--- src/hw/rtl/icfe_pkg.sv ---
package icfe_pkg;

    // Lattice geometry
    localparam int SIDE_BITS = 4;
    localparam int ADDR_W    = 3 * SIDE_BITS;
    localparam int DEPTH     = 1 << ADDR_W;
    localparam int CNT_W     = ADDR_W + 1;

    // Field widths
    localparam int REQ_W        = 2;
    localparam int POS_W        = 4;
    localparam int SIZE_W       = 13;
    localparam int THR_W        = 17;
    localparam int SEED_W       = 32;
    localparam int DRAW_W       = 16;
    localparam int IN_TDATA_W   = 16;
    localparam int OUT_TDATA_W  = 16;
    localparam int OUT_PAD_W    = OUT_TDATA_W - SIZE_W - 1;
    localparam int CFG_IDX_W    = 1;
    localparam int CFG_DATA_W   = 32;

    localparam logic [SIZE_W-1:0] SIZE_MAX = '1;

    // Request codes
    localparam logic [REQ_W-1:0] REQ_WRITE  = 2'd0;
    localparam logic [REQ_W-1:0] REQ_READ   = 2'd1;
    localparam logic [REQ_W-1:0] REQ_UPDATE = 2'd2;

    // Register indexes
    localparam logic [CFG_IDX_W-1:0] CFG_THRESHOLD = 1'b0;
    localparam logic [CFG_IDX_W-1:0] CFG_SEED      = 1'b1;

    // Neighbor visit order
    localparam logic [2:0] NB_XM = 3'd0;
    localparam logic [2:0] NB_XP = 3'd1;
    localparam logic [2:0] NB_YM = 3'd2;
    localparam logic [2:0] NB_YP = 3'd3;
    localparam logic [2:0] NB_ZM = 3'd4;
    localparam logic [2:0] NB_ZP = 3'd5;

    typedef struct packed {
        logic              we;
        logic [ADDR_W-1:0] addr;
        logic              data;
    } t_spin_wr;

    typedef struct packed {
        logic              we;
        logic [ADDR_W-1:0] addr;
        logic [ADDR_W-1:0] data;
    } t_queue_wr;

    function automatic logic [ADDR_W-1:0] site_of(input logic [POS_W-1:0] x,
                                                  input logic [POS_W-1:0] y,
                                                  input logic [POS_W-1:0] z);
        return {SIDE_BITS'(x), SIDE_BITS'(y), SIDE_BITS'(z)};
    endfunction

    // Periodic neighbor k of site cur
    function automatic logic [ADDR_W-1:0] nb_site(input logic [ADDR_W-1:0] cur,
                                                  input logic [2:0] k);
        logic [SIDE_BITS-1:0] cx;
        logic [SIDE_BITS-1:0] cy;
        logic [SIDE_BITS-1:0] cz;
        cx = cur[3*SIDE_BITS-1:2*SIDE_BITS];
        cy = cur[2*SIDE_BITS-1:SIDE_BITS];
        cz = cur[SIDE_BITS-1:0];
        case (k)
            NB_XM:   cx = cx - SIDE_BITS'(1);
            NB_XP:   cx = cx + SIDE_BITS'(1);
            NB_YM:   cy = cy - SIDE_BITS'(1);
            NB_YP:   cy = cy + SIDE_BITS'(1);
            NB_ZM:   cz = cz - SIDE_BITS'(1);
            NB_ZP:   cz = cz + SIDE_BITS'(1);
            default: cx = cx;
        endcase
        return {cx, cy, cz};
    endfunction

    function automatic logic [SIZE_W-1:0] sat_size(input logic [CNT_W-1:0] c);
        logic [31:0] w;
        w = 32'(c);
        if (w > 32'(SIZE_MAX)) begin
            return SIZE_MAX;
        end
        return SIZE_W'(w);
    endfunction

endpackage

--- src/hw/rtl/icfe_rng.sv ---
module icfe_rng (
    input  logic                          i_clk,
    input  logic                          i_rst_n,
    input  logic                          i_load,
    input  logic [icfe_pkg::SEED_W-1:0]   i_seed,
    input  logic                          i_step,
    output logic [icfe_pkg::DRAW_W-1:0]   o_draw
);
    import icfe_pkg::*;

    logic [SEED_W-1:0] r_state;
    logic [SEED_W-1:0] n_state;

    // xorshift32 successor of the current state
    always_comb begin
        n_state = r_state;
        n_state = n_state ^ (n_state << 13);
        n_state = n_state ^ (n_state >> 17);
        n_state = n_state ^ (n_state << 5);
    end

    always_ff @(posedge i_clk) begin
        if (!i_rst_n) begin
            r_state <= SEED_W'(1);
        end else if (i_load) begin
            r_state <= i_seed;
        end else if (i_step) begin
            r_state <= n_state;
        end
    end

    assign o_draw = n_state[DRAW_W-1:0];

endmodule

--- config.mk ---
export PLATFORM = sky130hd
export DESIGN_NAME = icfe_rng
export DESIGN_NICKNAME = d
export VERILOG_FILES = /design/src/hw/rtl/icfe_pkg.sv /design/src/hw/rtl/icfe_rng.sv
export SDC_FILE = /design/constraint.sdc
export NUM_CORES = 1
export LEC_CHECK = 0
export ABC_CLOCK_PERIOD_IN_PS = 4600
export BUFFER_PORTS_ARGS = -buffer_cell sky130_fd_sc_hd__buf_2
export CORE_MARGIN = 5
export CORE_UTILIZATION = 58
export DETAILED_ROUTE_END_ITERATION = 6
export HOLD_SLACK_MARGIN = 0.03
export PLACE_DENSITY = 0.84
export SYNTH_ARGS = -nofsm -noshare
export SYNTH_HDL_FRONTEND = slang
export SYNTH_SLANG_ARGS = --single-unit
--- constraint.sdc ---
create_clock -name i_clk -period 4.6 [get_ports i_clk]
set_clock_uncertainty 0.2 [all_clocks]
set_input_delay 0.69 -clock i_clk [delete_from_list [all_inputs] [get_ports i_clk]]
set_output_delay 0.69 -clock i_clk [all_outputs]
set_load 0.01 [all_outputs]
==> impl_metrics.csv <==
group,metric,value,unit
logic_synthesis,avgSynthCellArea,9.127,um^2
routing,vias,1836,
final_layout,largest_reg_flops,32,
logic_synthesis,synth.yosys.seq_area_share,0.2912,
clocking,clockRootBuffer,"clkbuf_8",
timing,max_freq,369.5,MHz
global_routing,grt_pass1_vias,1724,
timing,hold_viol,0,
final_layout,fillCellCount,303,
setup_path,crit_chain,"xnor3_2, xnor3_2, buf_2",
placed_design,numPortBuffers,51,
final_layout,diodes,0,
setup_path,endpoint_kind,"output port",
logic_synthesis,synth.distinct_cells,32,
clocking,clock_path_buffers,2,
final_layout,drive_above_1_share,0.2340,
setup_path,crit_buf_inv,1,
routing,vias_per_cell,5.564,
timing,post-route-period-util,0.5883,
clocking,path_clk_slew,0.07,ns
final_layout,layout.cells.non_filler,330,
timing,fin_crit,2.706,ns
pwr,ir_worst_vdd,0.0002634,V
setup_path,critPathMaxStageDelay,0.51,ns
global_routing,grt_max_degree,40,
die,design.portCount,52,
min_path,hold_path.class,"reg -> reg",
setup_path,start_kind,"flip-flop",
clocking,cts_tree,"done",
final_layout,area_growth,14.45,%
clocking,cts_made_buffers,5,
die,die_x,71.58,um
die,num_rows,22,
die,chipHeight,71.58,um
global_routing,gr-total-overflow,0,
clocking,postCtsSetupRepairBufs,0,
pwr,p_per_area,485.2,nW/um^2
die,start_util,0.6008,
logic_synthesis,synth_fp_nets,277,
die,core_area,3661,um^2
clocking,cts.sinks,32,
routing,drt-total-wl,5149,um
placed_design,preCtsSetupSlack,1.770,ns
final_layout,final_cell_mix,"xnor2_1 (54), buf_2 (51), dfxtp_1 (32)",
timing,maxSlewViolCount,0,
logic_synthesis,ys_ff_latch,32,
setup_path,crit_type,"reg -> out",
setup_path,cp_data_arrival_time,1.82,ns
final_layout,final_common_cell,"xnor2_1",
timing,finalSetupTns,0,ns
routing,wire_per_inst,15.60,um
timing,fin_hold_ws,0.3748,ns
clocking,ctsHoldBuffers,0,
placed_design,dp_cells,322,
setup_path,cp_slowest_cell,"xnor3_2",
pwr,leakagePower,1.063,nW
global_routing,grt.total_usage,0.2025,
timing,tightest_slew,1.014,ns
run_status,status,"finished clean",
timing,fin_ws,1.894,ns
timing,rsz0062_at_grt,"false",
clocking,clk_latency,0.28,ns
final_layout,design_area,2517,um^2
global_routing,antenna_found_initial,0,
job,drv_cap,0,
clocking,htreeDepth,2,
routing,firstDrtPassIters,4,
placed_design,placed_area,2427,um^2
final_layout,postLayoutCoreUtil,0.6876,
setup_path,cp_common_cell,"xnor3_2",
setup_path,cp_top_family,"XOR/XNOR gates",
final_layout,regMostFlops,"r_state",
placed_design,gp_congestion,0.8324,
logic_synthesis,syn-instance-count,241,
routing,route.detailed.drc,0,
pwr,finalPower,1.221,mW
timing,relSlewSlack,0.3230,
global_routing,grt_pass1_wl,8197,um
setup_path,cp_max_fo,5,
final_layout,fin_nets,317,
routing,ant_nets,0,
logic_synthesis,synth_area,2200,um^2
final_layout,top_regs,"r_state (32)",
logic_synthesis,ys_warn_count,0,
routing,dr.first_iter.drc_count,123,
setup_path,required,3.71,ns
setup_path,rrSetupSlack,2.69,ns
timing,setup_violations,0,
die,die_area,5124,um^2
clocking,ctsResizeCount,0,
placed_design,dpl.hpwl,3607,um
[cells by family (layout without fill, tap and decap cells)]
group                     after synthesis  count (layout)  share of synthesized area
DFF                                    32              32                     0.2912
and+or+nand+nor                        63              63                     0.1684
xor gates and xnor gates               73              73                     0.3367
AOI/OAI and AO/OA                      51              51                     0.1570
buffers and inverters                  22              63                    0.04664
[power by group]
part | switching, mW | total (mW) | internal, mW
registers | 0.0562 | 0.373 | 0.316
clock network | 0.103 | 0.225 | 0.122
logic | 0.314 | 0.624 | 0.310
total | 0.473 | 1.22 | 0.748
[routing by layer]
layer | GRT usage | share of wire | wire, um
met1 | 0.2644 | 0.45 | 2306
met2 | 0.3255 | 0.47 | 2425
met3 | 0.05891 | 0.067 | 347
met4 | 0.05637 | 0.014 | 70
met5 | 0 | 0 | 0
[cell usage after synthesis]
master | number | share of area
a2111o_1 | 1 | 0.0051
a211o_1 | 8 | 0.032
a211oi_1 | 13 | 0.044
a21oi_1 | 8 | 0.018
a21oi_2 | 1 | 0.0040
and3_1 | 13 | 0.037
and4_1 | 9 | 0.036
buf_2 | 4 | 0.0091
buf_4 | 1 | 0.0034
clkbuf_1 | 10 | 0.017
clkbuf_2 | 1 | 0.0023
clkinv_1 | 1 | 0.0017
dfxtp_1 | 32 | 0.29
dlygate4sd1_1 | 2 | 0.0080
inv_1 | 3 | 0.0051
nand2_1 | 2 | 0.0034
nand3_1 | 3 | 0.0068
nand4_1 | 1 | 0.0028
nor2_1 | 15 | 0.026
nor3_1 | 11 | 0.025
nor3_2 | 1 | 0.0046
nor3b_1 | 8 | 0.027
o21a_1 | 1 | 0.0034
o21ai_0 | 13 | 0.030
o21ai_2 | 1 | 0.0040
o22ai_1 | 3 | 0.0085
o2bb2ai_1 | 2 | 0.0080
xnor2_1 | 54 | 0.22
xnor2_2 | 4 | 0.030
xnor3_1 | 3 | 0.031
xnor3_2 | 2 | 0.022
xor2_1 | 10 | 0.040
[path summary, 6_finish.rpt]
check                              endpoint  cells after the start         from
worst max-delay path             o_draw[12]                      3  r_state[12]
worst min-delay path            r_state[29]                      2  r_state[29]
worst max register to register  r_state[12]                      4  r_state[12]
worst min register to register  r_state[29]                      2  r_state[29]
[worst reg2reg max path, stage by stage (launching register included)]
cell     delay, ns
dfxtp_1       0.44
xnor3_2       0.51
xnor3_2       0.42
o21ai_2       0.15
a21oi_2       0.07
[final cells by class]
type	count	area [um^2]	share of cell area
Clock buffer	8	90.09	0.03579
Inverter	4	15.01	0.005964
Sequential cell	32	640.6	0.2545
Timing Repair Buffer	51	255.2	0.1014
Multi-Input combinational cell	187	1456	0.5785
Tap cell	48	60.06	0.02386
(Power assumes the default switching activity.)
