[config.mk]
export PLATFORM = sky130hd
export DESIGN_NAME = icfe_seq
export DESIGN_NICKNAME = d
export VERILOG_FILES = /design/src/hw/rtl/icfe_pkg.sv /design/src/hw/rtl/icfe_seq.sv
export SDC_FILE = /design/constraint.sdc
export NUM_CORES = 1
export LEC_CHECK = 0
export BUFFER_PORTS_ARGS = -buffer_cell sky130_fd_sc_hd__buf_2
export CAP_MARGIN = 0
export CORE_MARGIN = 2
export CORE_UTILIZATION = 36
export DETAILED_ROUTE_END_ITERATION = 8
export PLACE_DENSITY = 0.59
export SLEW_MARGIN = 20
export SYNTH_ARGS = -nofsm -noshare
export SYNTH_HDL_FRONTEND = slang
export SYNTH_SLANG_ARGS = --single-unit
export TNS_END_PERCENT = 10
[constraint.sdc]
create_clock -name i_clk -period 3.72 [get_ports i_clk]
set_input_delay 0.93 -clock i_clk [delete_from_list [all_inputs] [get_ports i_clk]]
set_output_delay 0.93 -clock i_clk [all_outputs]
set_load 0.02 [all_outputs]
[src/hw/rtl/icfe_pkg.sv]
package icfe_pkg;

    // Lattice geometry
    localparam int SIDE_BITS = 4;
    localparam int ADDR_W    = 3 * SIDE_BITS;
    localparam int DEPTH     = 1 << ADDR_W;
    localparam int CNT_W     = ADDR_W + 1;

    // Field widths
    localparam int REQ_W        = 2;
    localparam int POS_W        = 4;
    localparam int SIZE_W       = 13;
    localparam int THR_W        = 17;
    localparam int SEED_W       = 32;
    localparam int DRAW_W       = 16;
    localparam int IN_TDATA_W   = 16;
    localparam int OUT_TDATA_W  = 16;
    localparam int OUT_PAD_W    = OUT_TDATA_W - SIZE_W - 1;
    localparam int CFG_IDX_W    = 1;
    localparam int CFG_DATA_W   = 32;

    localparam logic [SIZE_W-1:0] SIZE_MAX = '1;

    // Request codes
    localparam logic [REQ_W-1:0] REQ_WRITE  = 2'd0;
    localparam logic [REQ_W-1:0] REQ_READ   = 2'd1;
    localparam logic [REQ_W-1:0] REQ_UPDATE = 2'd2;

    // Register indexes
    localparam logic [CFG_IDX_W-1:0] CFG_THRESHOLD = 1'b0;
    localparam logic [CFG_IDX_W-1:0] CFG_SEED      = 1'b1;

    // Neighbor visit order
    localparam logic [2:0] NB_XM = 3'd0;
    localparam logic [2:0] NB_XP = 3'd1;
    localparam logic [2:0] NB_YM = 3'd2;
    localparam logic [2:0] NB_YP = 3'd3;
    localparam logic [2:0] NB_ZM = 3'd4;
    localparam logic [2:0] NB_ZP = 3'd5;

    typedef struct packed {
        logic              we;
        logic [ADDR_W-1:0] addr;
        logic              data;
    } t_spin_wr;

    typedef struct packed {
        logic              we;
        logic [ADDR_W-1:0] addr;
        logic [ADDR_W-1:0] data;
    } t_queue_wr;

    function automatic logic [ADDR_W-1:0] site_of(input logic [POS_W-1:0] x,
                                                  input logic [POS_W-1:0] y,
                                                  input logic [POS_W-1:0] z);
        return {SIDE_BITS'(x), SIDE_BITS'(y), SIDE_BITS'(z)};
    endfunction

    // Periodic neighbor k of site cur
    function automatic logic [ADDR_W-1:0] nb_site(input logic [ADDR_W-1:0] cur,
                                                  input logic [2:0] k);
        logic [SIDE_BITS-1:0] cx;
        logic [SIDE_BITS-1:0] cy;
        logic [SIDE_BITS-1:0] cz;
        cx = cur[3*SIDE_BITS-1:2*SIDE_BITS];
        cy = cur[2*SIDE_BITS-1:SIDE_BITS];
        cz = cur[SIDE_BITS-1:0];
        case (k)
            NB_XM:   cx = cx - SIDE_BITS'(1);
            NB_XP:   cx = cx + SIDE_BITS'(1);
            NB_YM:   cy = cy - SIDE_BITS'(1);
            NB_YP:   cy = cy + SIDE_BITS'(1);
            NB_ZM:   cz = cz - SIDE_BITS'(1);
            NB_ZP:   cz = cz + SIDE_BITS'(1);
            default: cx = cx;
        endcase
        return {cx, cy, cz};
    endfunction

    function automatic logic [SIZE_W-1:0] sat_size(input logic [CNT_W-1:0] c);
        logic [31:0] w;
        w = 32'(c);
        if (w > 32'(SIZE_MAX)) begin
            return SIZE_MAX;
        end
        return SIZE_W'(w);
    endfunction

endpackage

[src/hw/rtl/icfe_seq.sv]
module icfe_seq (
    input  logic                            i_clk,
    input  logic                            i_rst_n,
    // request side
    input  logic                            i_in_valid,
    output logic                            o_in_ready,
    input  logic [icfe_pkg::REQ_W-1:0]      i_req,
    input  logic [icfe_pkg::POS_W-1:0]      i_pos_x,
    input  logic [icfe_pkg::POS_W-1:0]      i_pos_y,
    input  logic [icfe_pkg::POS_W-1:0]      i_pos_z,
    input  logic                            i_spin_in,
    // result side
    output logic                            o_out_valid,
    input  logic                            i_out_ready,
    output logic [icfe_pkg::SIZE_W-1:0]     o_cluster_size,
    output logic                            o_spin_out,
    // bond test
    input  logic [icfe_pkg::THR_W-1:0]      i_threshold,
    input  logic [icfe_pkg::DRAW_W-1:0]     i_draw,
    output logic                            o_rng_step,
    // spin store
    output icfe_pkg::t_spin_wr              o_spin_wr,
    output logic [icfe_pkg::ADDR_W-1:0]     o_spin_raddr,
    input  logic                            i_spin_rdata,
    // frontier queue
    output icfe_pkg::t_queue_wr             o_queue_wr,
    output logic [icfe_pkg::ADDR_W-1:0]     o_queue_raddr,
    input  logic [icfe_pkg::ADDR_W-1:0]     i_queue_rdata
);
    import icfe_pkg::*;

    typedef enum logic [3:0] {
        S_CLEAR, S_IDLE, S_START, S_SEED, S_POP, S_CUR, S_NB_RD, S_NB_EV, S_DONE
    } t_state;

    t_state             r_state;
    logic [ADDR_W-1:0]  r_clr_addr;
    logic [REQ_W-1:0]   r_req;
    logic [ADDR_W-1:0]  r_site;
    logic               r_spin_in;
    logic               r_orig;
    logic               r_spin_res;
    logic [CNT_W-1:0]   r_head;
    logic [CNT_W-1:0]   r_tail;
    logic [CNT_W-1:0]   r_count;
    logic [ADDR_W-1:0]  r_cur;
    logic [2:0]         r_k;
    logic               r_out_valid;
    logic [SIZE_W-1:0]  r_out_size;
    logic               r_out_spin;

    logic [ADDR_W-1:0]  w_nb;
    logic               w_match;
    logic               w_join;

    assign w_nb    = nb_site(r_cur, r_k);
    assign w_match = (i_spin_rdata == r_orig);
    assign w_join  = (r_state == S_NB_EV) && w_match && (THR_W'(i_draw) < i_threshold);

    assign o_in_ready     = (r_state == S_IDLE);
    assign o_out_valid    = r_out_valid;
    assign o_cluster_size = r_out_size;
    assign o_spin_out     = r_out_spin;
    assign o_rng_step     = (r_state == S_NB_EV) && w_match;
    assign o_spin_raddr   = (r_state == S_START) ? r_site : w_nb;
    assign o_queue_raddr  = r_head[ADDR_W-1:0];

    always_comb begin
        o_spin_wr  = '{we: 1'b0, addr: w_nb, data: ~r_orig};
        o_queue_wr = '{we: 1'b0, addr: r_tail[ADDR_W-1:0], data: w_nb};
        case (r_state)
            S_CLEAR: begin
                o_spin_wr = '{we: 1'b1, addr: r_clr_addr, data: 1'b0};
            end
            S_START: begin
                o_spin_wr = '{we: (r_req == REQ_WRITE), addr: r_site, data: r_spin_in};
            end
            S_SEED: begin
                o_spin_wr  = '{we: (r_req == REQ_UPDATE), addr: r_site, data: ~i_spin_rdata};
                o_queue_wr = '{we: (r_req == REQ_UPDATE), addr: '0, data: r_site};
            end
            S_NB_EV: begin
                o_spin_wr.we  = w_join;
                o_queue_wr.we = w_join;
            end
            default: begin
                o_spin_wr.we = 1'b0;
            end
        endcase
    end

    always_ff @(posedge i_clk) begin
        if (!i_rst_n) begin
            r_state     <= S_CLEAR;
            r_clr_addr  <= '0;
            r_out_valid <= 1'b0;
        end else begin
            // S_DONE reloads the output register itself
            if (r_out_valid && i_out_ready && (r_state != S_DONE)) begin
                r_out_valid <= 1'b0;
            end
            case (r_state)
                S_CLEAR: begin
                    r_clr_addr <= r_clr_addr + ADDR_W'(1);
                    if (r_clr_addr == '1) begin
                        r_state <= S_IDLE;
                    end
                end
                S_IDLE: begin
                    if (i_in_valid) begin
                        r_req     <= i_req;
                        r_site    <= site_of(i_pos_x, i_pos_y, i_pos_z);
                        r_spin_in <= i_spin_in;
                        r_state   <= S_START;
                    end
                end
                S_START: begin
                    if (r_req inside {REQ_READ, REQ_UPDATE}) begin
                        r_state <= S_SEED;
                    end else begin
                        r_count    <= '0;
                        r_spin_res <= 1'b0;
                        r_state    <= S_DONE;
                    end
                end
                S_SEED: begin
                    r_spin_res <= i_spin_rdata;
                    r_orig     <= i_spin_rdata;
                    if (r_req == REQ_UPDATE) begin
                        r_head  <= '0;
                        r_tail  <= CNT_W'(1);
                        r_count <= CNT_W'(1);
                        r_state <= S_POP;
                    end else begin
                        r_count <= '0;
                        r_state <= S_DONE;
                    end
                end
                S_POP: begin
                    if (r_head == r_tail) begin
                        r_state <= S_DONE;
                    end else begin
                        r_head  <= r_head + CNT_W'(1);
                        r_state <= S_CUR;
                    end
                end
                S_CUR: begin
                    r_cur   <= i_queue_rdata;
                    r_k     <= NB_XM;
                    r_state <= S_NB_RD;
                end
                S_NB_RD: begin
                    r_state <= S_NB_EV;
                end
                S_NB_EV: begin
                    if (w_join) begin
                        r_tail  <= r_tail + CNT_W'(1);
                        r_count <= r_count + CNT_W'(1);
                    end
                    if (r_k == NB_ZP) begin
                        r_state <= S_POP;
                    end else begin
                        r_k     <= r_k + 3'd1;
                        r_state <= S_NB_RD;
                    end
                end
                S_DONE: begin
                    if (!r_out_valid || i_out_ready) begin
                        r_out_valid <= 1'b1;
                        r_out_size  <= sat_size(r_count);
                        r_out_spin  <= r_spin_res;
                        r_state     <= S_IDLE;
                    end
                end
                default: begin
                    r_state <= S_IDLE;
                end
            endcase
        end
    end

endmodule

==> results of run 1 <==
## per-layer routing
| metal | up-vias | share of wire [%] |
|---|---|---|
| met5 | - | 0 |
| met4 | 0 | 2.1 |
| met3 | 24 | 7.8 |
| met2 | 177 | 46 |
| met1 | 2207 | 44 |
| li1 | 2305 | - |
## cell usage after synthesis (6+ instances only)
library cell | n | share of area, %
xnor2_1 | 25 | 3.7
a221oi_1 | 6 | 0.89
nor2_1 | 92 | 5.8
nand2_1 | 40 | 2.5
xor2_1 | 44 | 6.5
a21o_1 | 6 | 0.76
ha_1 | 32 | 6.8
buf_4 | 12 | 1.5
dfxtp_1 | 17 | 5.8
nand4_1 | 8 | 0.85
a21oi_1 | 40 | 3.4
and2_1 | 18 | 1.9
a22oi_1 | 7 | 0.89
clkbuf_1 | 20 | 1.3
edfxtp_1 | 85 | 43
nand3_1 | 20 | 1.7
inv_1 | 28 | 1.8
o21ai_0 | 23 | 1.9
and3_1 | 17 | 1.8
## through the flow
| stage | cell area (um^2) | TNS (ns) |
|---|---|---|
| final | 7160 | 0 |
| after global placement | 6810 | 0 |
| after global routing | 7160 | -0.0528 |
| after floorplan | 5910 | 0 |
| after CTS | 7120 | 0 |
| after detailed placement | 6810 | 0 |
## registers in the layout (all words and copies together), names as in the netlist
signal and flops:
o_cluster_size 13, o_out_valid 1, o_spin_out 1, r_clr_addr 12, r_count 13, r_cur 12, r_head 13, r_k 3
r_orig 1, r_req 2, r_site 12, r_spin_in 1, r_spin_res 1, r_state 4, r_tail 13
## final cells by class
type | instances | area [um^2] | share of cell area (%)
flip-flops and latches | 102 | 2890 | 40.4
clock inverters | 7 | 65.1 | 0.909
clock buffers | 9 | 225 | 3.15
well taps | 216 | 270 | 3.77
inverters | 28 | 105 | 1.47
repair buffers | 158 | 826 | 11.5
multi-input cells | 423 | 2780 | 38.8
## kinds of logic (layout without fill, tap and decap cells)
group / after synthesis / after routing
multiplexers: 5 / 5
flip-flops: 102 / 102
AND/OR/NAND/NOR: 219 / 219
adder cells (fa/ha/maj): 35 / 35
AO/OA/AOI/OAI: 95 / 95
XOR/XNOR: 69 / 69
buffers and inverters: 65 / 202
## power by group through the flow
stage                logic, W  clock network (W)  registers, W
finish              0.0000893           0.000920       0.00123
global route         0.000104           0.000991       0.00123
CTS                 0.0000906           0.000954       0.00123
detailed placement  0.0000904                  0       0.00126
global placement    0.0000865                  0       0.00126
floorplan           0.0000431                  0       0.00125
## worst reg2reg max path: cells and delay by family (launching register included)
kind | cells | cell delay [ns]
compound gates | 1 | 0.17
buf+inv | 1 | 0.23
flops | 1 | 0.73
simple gates | 5 | 1.04
## how the worst max path moves through the flow
stage	start	to	slack, ns	depth (start not counted)
after floorplan	r_k[1]	o_spin_wr[12]	0.38	11
after global placement	i_threshold[2]	o_spin_wr[13]	0.38	11
after detailed placement	i_threshold[2]	o_spin_wr[13]	0.30	11
after CTS	r_k[0]	o_spin_wr[8]	0.02	11
after global routing	r_k[0]	o_spin_wr[8]	-0.03	11
final	r_k[0]	o_spin_wr[8]	0.13	11
## timing repair
action | 4_1_cts | 5_1_grt
setup buffers | 0 | 2
setup endpoints to repair | 6 | 12
gates resized for setup | 3 | 8
pin swaps | 0 | 1
## placed cells by master, fill, tap and decap left out, types with 2 or more instances in the layout
| cell | instances |
|---|---|
| o21ai_0 | 22 |
| xnor2_2 | 2 |
| buf_4 | 14 |
| a31oi_1 | 3 |
| and2_1 | 18 |
| dfxtp_1 | 17 |
| and4_1 | 3 |
| nand4_1 | 8 |
| inv_2 | 2 |
| edfxtp_1 | 85 |
| buf_2 | 144 |
| o21ai_1 | 3 |
| inv_1 | 26 |
| clkinv_4 | 3 |
| nor3_1 | 4 |
| a21o_1 | 6 |
| a21oi_2 | 2 |
| clkbuf_16 | 9 |
| nand2b_1 | 4 |
| a21oi_1 | 38 |
| nand3_1 | 20 |
| nand4b_1 | 2 |
| nor2b_1 | 3 |
| a22oi_1 | 7 |
| mux2i_1 | 4 |
| xnor2_1 | 23 |
| inv_8 | 2 |
| ha_1 | 31 |
| nor2_1 | 92 |
| fa_1 | 3 |
| and3_1 | 17 |
| nor4_4 | 2 |
| a221oi_1 | 5 |
| xor2_1 | 44 |
| nand2_1 | 40 |
==> flow_summary.json, run 1 <==
{
  "p_int_w": 0.00174,
  "switching_power_w": 0.000497,
  "hold_path_depth": 0,
  "ys_warn_count": 0,
  "p_clk_share_pct": 41.1,
  "grt_first_pass_wirelength_mm": 23.7,
  "antenna_found_initial": 0,
  "cts-root-buf": "clkbuf_16",
  "yosys_register_bits": 102,
  "ant_nets": 0,
  "arrival_ns": 2.66,
  "rrSetupSlack_ns": 1.24,
  "status": "complete, no violations",
  "maxCapViolCount": 0,
  "p_leak_nw": 3.00,
  "dp_hpwl_mm": 11.2,
  "gr-total-overflow": 0,
  "syn-num-nets": 690,
  "synth_top_family_by_area": "simple AND/OR/NAND/NOR gates",
  "postCtsHoldBufs": 0,
  "viasPerCell": 5.00,
  "crit_fanout": 5,
  "period_needed_ns": 3.59,
  "ios": 145,
  "syn_inst": 590,
  "synth_simple_gate_area_share_pct": 17.9,
  "antenna_cells": 0,
  "initial_utilization_pct": 37.1,
  "critPathMaxStageDelay_ns": 0.45,
  "p_comb_share_pct": 4.0,
  "synthXorXnorAreaFrac_pct": 10.2,
  "netlist_area_um2": 5910,
  "drc_errors": 0,
  "die_w_um": 132,
  "clk_latency_ns": 0.36,
  "post-route-util_pct": 44.9,
  "clock_sinks": 102,
  "muxShareOfSynthArea_pct": 0.846,
  "use_met3_pct": 5.11,
  "vdd.ir_drop.worst_v": 0.000257,
  "cpMaxStageDelayCell": "edfxtp_1",
  "synth_fa_ha_area_share_pct": 7.79,
  "finalHoldWorstSlack_ns": 0.424,
  "synth_compound_area_share_pct": 9.39,
  "place_congestion": 0.873,
  "swShare_pct": 22.2,
  "setup_viol": 0,
  "crit_top_cell": "ha_1",
  "criticalPathCategory": "flop to output pin",
  "r2r_end": "r_head[10]",
  "worst-path-buf-inv": 2,
  "async_flop_share_pct": 0,
  "holdCritStartpoint": "r_spin_res",
  "yosysUniqueCellTypes": 43,
  "grt_max_degree": 28,
  "grtUsageMet1_pct": 21.4,
  "synth_edf_count": 85,
  "cts_made_buffers": 9,
  "fillers": 1517,
  "die_area_um2": 17500,
  "fp.dieH_um": 132,
  "cts_buffer_depth": 2,
  "fmaxAchievable_mhz": 278,
  "avgRoutedWirePerCell_um": 15.6,
  "period_share_pct": 96.6,
  "final_cells": 943,
  "vias": 4713,
  "skew_ns": 0.00612,
  "dpl_worst_slack_ns": 0.300,
  "hold_viol_final": 0,
  "tightestPinTransition_ns": 0.804,
  "grt.total_usage_pct": 17.0,
  "core_region_area_um2": 15900,
  "clk_pin_slew_ns": 0.07,
  "cp_cell_sequence": "ha_1 > ha_1 > inv_2 > ha_1 > a21o_1 > a21oi_2 > nor2_1 > a21oi_2 > xor2_1 > o21ai_0 > buf_2",
  "layout.nets": 822,
  "dr.pass1.iters": 4,
  "h-tree-depth": 3,
  "slew_violations": 0,
  "yosysSeqAreaShare_pct": 48.9,
  "rows": 46,
  "synth_ff_type": "edfxtp_1",
  "pwr-share-seq_pct": 54.9,
  "r2r_start": "r_state[1]",
  "grt_pass1_vias": 4714,
  "worstHoldEndpoint": "o_spin_out",
  "portBuffers": 144,
  "drtIter0Drc": 323,
  "fin_total_pwr_w": 0.00224,
  "worstPathRequired_ns": 2.79,
  "syn_avg_cell_area_um2": 10.0,
  "rr_worst_depth": 7,
  "grtUsageMet2_pct": 28.1,
  "worstSetupStartpointType": "flop",
  "drive_gt1_share_pct": 25.9,
  "top_usage_layer": "met2",
  "end_kind": "output pin",
  "dpl.cell_count": 925,
  "cts_tree": "yes",
  "wirelength_mm": 14.7,
  "min_path_type": "flop to flop",
  "syn_to_final_growth_pct": 21.1,
  "postLayoutSetupSlackWorst_ns": 0.126,
  "critPathTopFamily": "adder cells",
  "powerDensity_nw_per_um2": 313,
  "max_slew_margin_pct": 46.4
}
Note: power is estimated with default switching activity, not from simulation.
==> inputs of run 2 (changes only) <==
--- a/constraint.sdc
+++ b/constraint.sdc
@@ -3,2 +3,2 @@
 set_output_delay 0.93 -clock i_clk [all_outputs]
-set_load 0.02 [all_outputs]
+set_load 0.005 [all_outputs]
==> flow_summary.json, run 2 (synthesized netlist as in run 1, its figures left out) <==
{
  "grt_first_pass_wirelength_mm": 23.3,
  "finalHoldWorstSlack_ns": 0.429,
  "clock_sinks": 102,
  "dr.pass1.iters": 6,
  "arrival_ns": 2.65,
  "fin_total_pwr_w": 0.00236,
  "vdd.ir_drop.worst_v": 0.000239,
  "grt_pass1_vias": 4683,
  "worstSetupStartpointType": "flop",
  "initial_utilization_pct": 37.1,
  "worstHoldEndpoint": "o_spin_out",
  "vias": 4692,
  "final_cell_mix": "buf_2 (144), nor2_1 (92), edfxtp_1 (85)",
  "powerDensity_nw_per_um2": 328,
  "status": "complete, no violations",
  "crit_fanout": 5,
  "avgRoutedWirePerCell_um": 15.5,
  "cts_buffer_depth": 2,
  "layout.nets": 821,
  "postLayoutSetupSlackWorst_ns": 0.143,
  "period_share_pct": 96.2,
  "rows": 46,
  "rr_worst_depth": 7,
  "max_slew_margin_pct": 41.7,
  "clk_pin_slew_ns": 0.07,
  "fmaxAchievable_mhz": 280,
  "cts-root-buf": "clkbuf_16",
  "place_congestion": 0.873,
  "portBuffers": 144,
  "dpl_worst_slack_ns": 0.195,
  "ant_nets": 0,
  "min_path_type": "flop to flop",
  "setup-tns-final_ns": 0,
  "grt.total_usage_pct": 16.8,
  "drc_errors": 0,
  "p_leak_nw": 3.02,
  "cts_made_buffers": 9,
  "antenna_cells": 0,
  "rsz0062_at_grt": "yes",
  "maxCapViolCount": 0,
  "criticalPathCategory": "flop to output pin",
  "cts_tree": "yes",
  "rrSetupSlack_ns": 1.28,
  "post-route-util_pct": 45.1,
  "hold_viol_final": 0,
  "hold_path_depth": 0,
  "fp.dieH_um": 132,
  "clk_latency_ns": 0.36,
  "wirelength_mm": 14.6,
  "dp_hpwl_mm": 11.1,
  "period_needed_ns": 3.58,
  "r2r_end": "r_head[8]",
  "h-tree-depth": 3,
  "tightestPinTransition_ns": 0.874,
  "gr-total-overflow": 0,
  "grt_max_degree": 28,
  "die_w_um": 132,
  "slew_violations": 0,
  "setup_viol": 0,
  "worstPathRequired_ns": 2.79,
  "holdCritStartpoint": "r_spin_res",
  "skew_ns": 0.00444,
  "syn_to_final_growth_pct": 21.7,
  "ios": 145,
  "final_common_cell": "buf_2",
  "r2r_start": "r_state[1]",
  "end_kind": "output pin",
  "drive_gt1_share_pct": 26.2,
  "antenna_found_initial": 1,
  "drtIter0Drc": 255,
  "core_region_area_um2": 15900,
  "viasPerCell": 4.98,
  "die_area_um2": 17500
}
run 2: changes by cell type in the layout (fill, tap and decap cells not counted), sizes merged:
cell | before | now
clkinv | 3 | 2
buf | 158 | 157
inv | 31 | 30
bufinv | 0 | 2
run 2: cell type report:
| type | instances | area (um^2) |
|---|---|---|
| inverters | 28 | 105 |
| fillers | 1543 | 8740 |
| multi-input cells | 423 | 2780 |
| flip-flops and latches | 102 | 2890 |
| repair buffers | 157 | 818 |
| well taps | 216 | 270 |
| clock buffers | 9 | 225 |
| clock inverters | 7 | 105 |
run 2: power by group:
part	internal [W]	switching, W	leakage (nW)
sequential	0.00123	0.00000412	0.975
clock	0.000599	0.000444	0.158
combinational	0.0000469	0.0000399	1.88
run 2: worst max-delay path: stages, from the launching register on:
cell and delay (ns):
edfxtp_1 0.45, ha_2 0.22, ha_1 0.20, inv_2 0.10
fa_1 0.42, mux2i_1 0.40, a21oi_1 0.13, nor2_1 0.13
a221oi_1 0.07, buf_2 0.17
run 2: per-layer routing:
layer	vias up	global-route usage, %	share of wire [%]
met2	158	27.3	46
met4	2	6.81	2.5
met3	27	4.77	6.3
li1	2302	-	-
met5	-	0	0.048
met1	2203	21.1	45
run 2: how the worst max path moves through the flow:
stage | start | end | slack [ns] | depth (start not counted)
2_1_floorplan | r_k[1] | o_spin_wr[4] | 0.68 | 11
3_3_place_gp | i_threshold[2] | o_spin_wr[13] | 0.29 | 11
3_5_place_dp | i_threshold[2] | o_spin_wr[13] | 0.20 | 11
4_1_cts | r_k[1] | o_spin_wr[4] | 0.03 | 11
5_1_grt | r_k[0] | o_queue_wr[7] | -0.0008 | 11
6_report | r_k[0] | o_spin_wr[6] | 0.14 | 9
run 2: per-stage QoR:
stage | instance area [um^2] | instances
detailed placement | 6800 | 924
finish | 7200 | 942
CTS | 7140 | 940
global placement | 6800 | 924
floorplan | 5910 | 590
global route | 7200 | 942
run 2: timing repair:
action / CTS / global route
setup buffers: 0 / 2
resized for setup: 1 / 13
hold buffers: 0 / 0
pin swaps: 0 / 2
setup endpoints to repair: 4 / 11
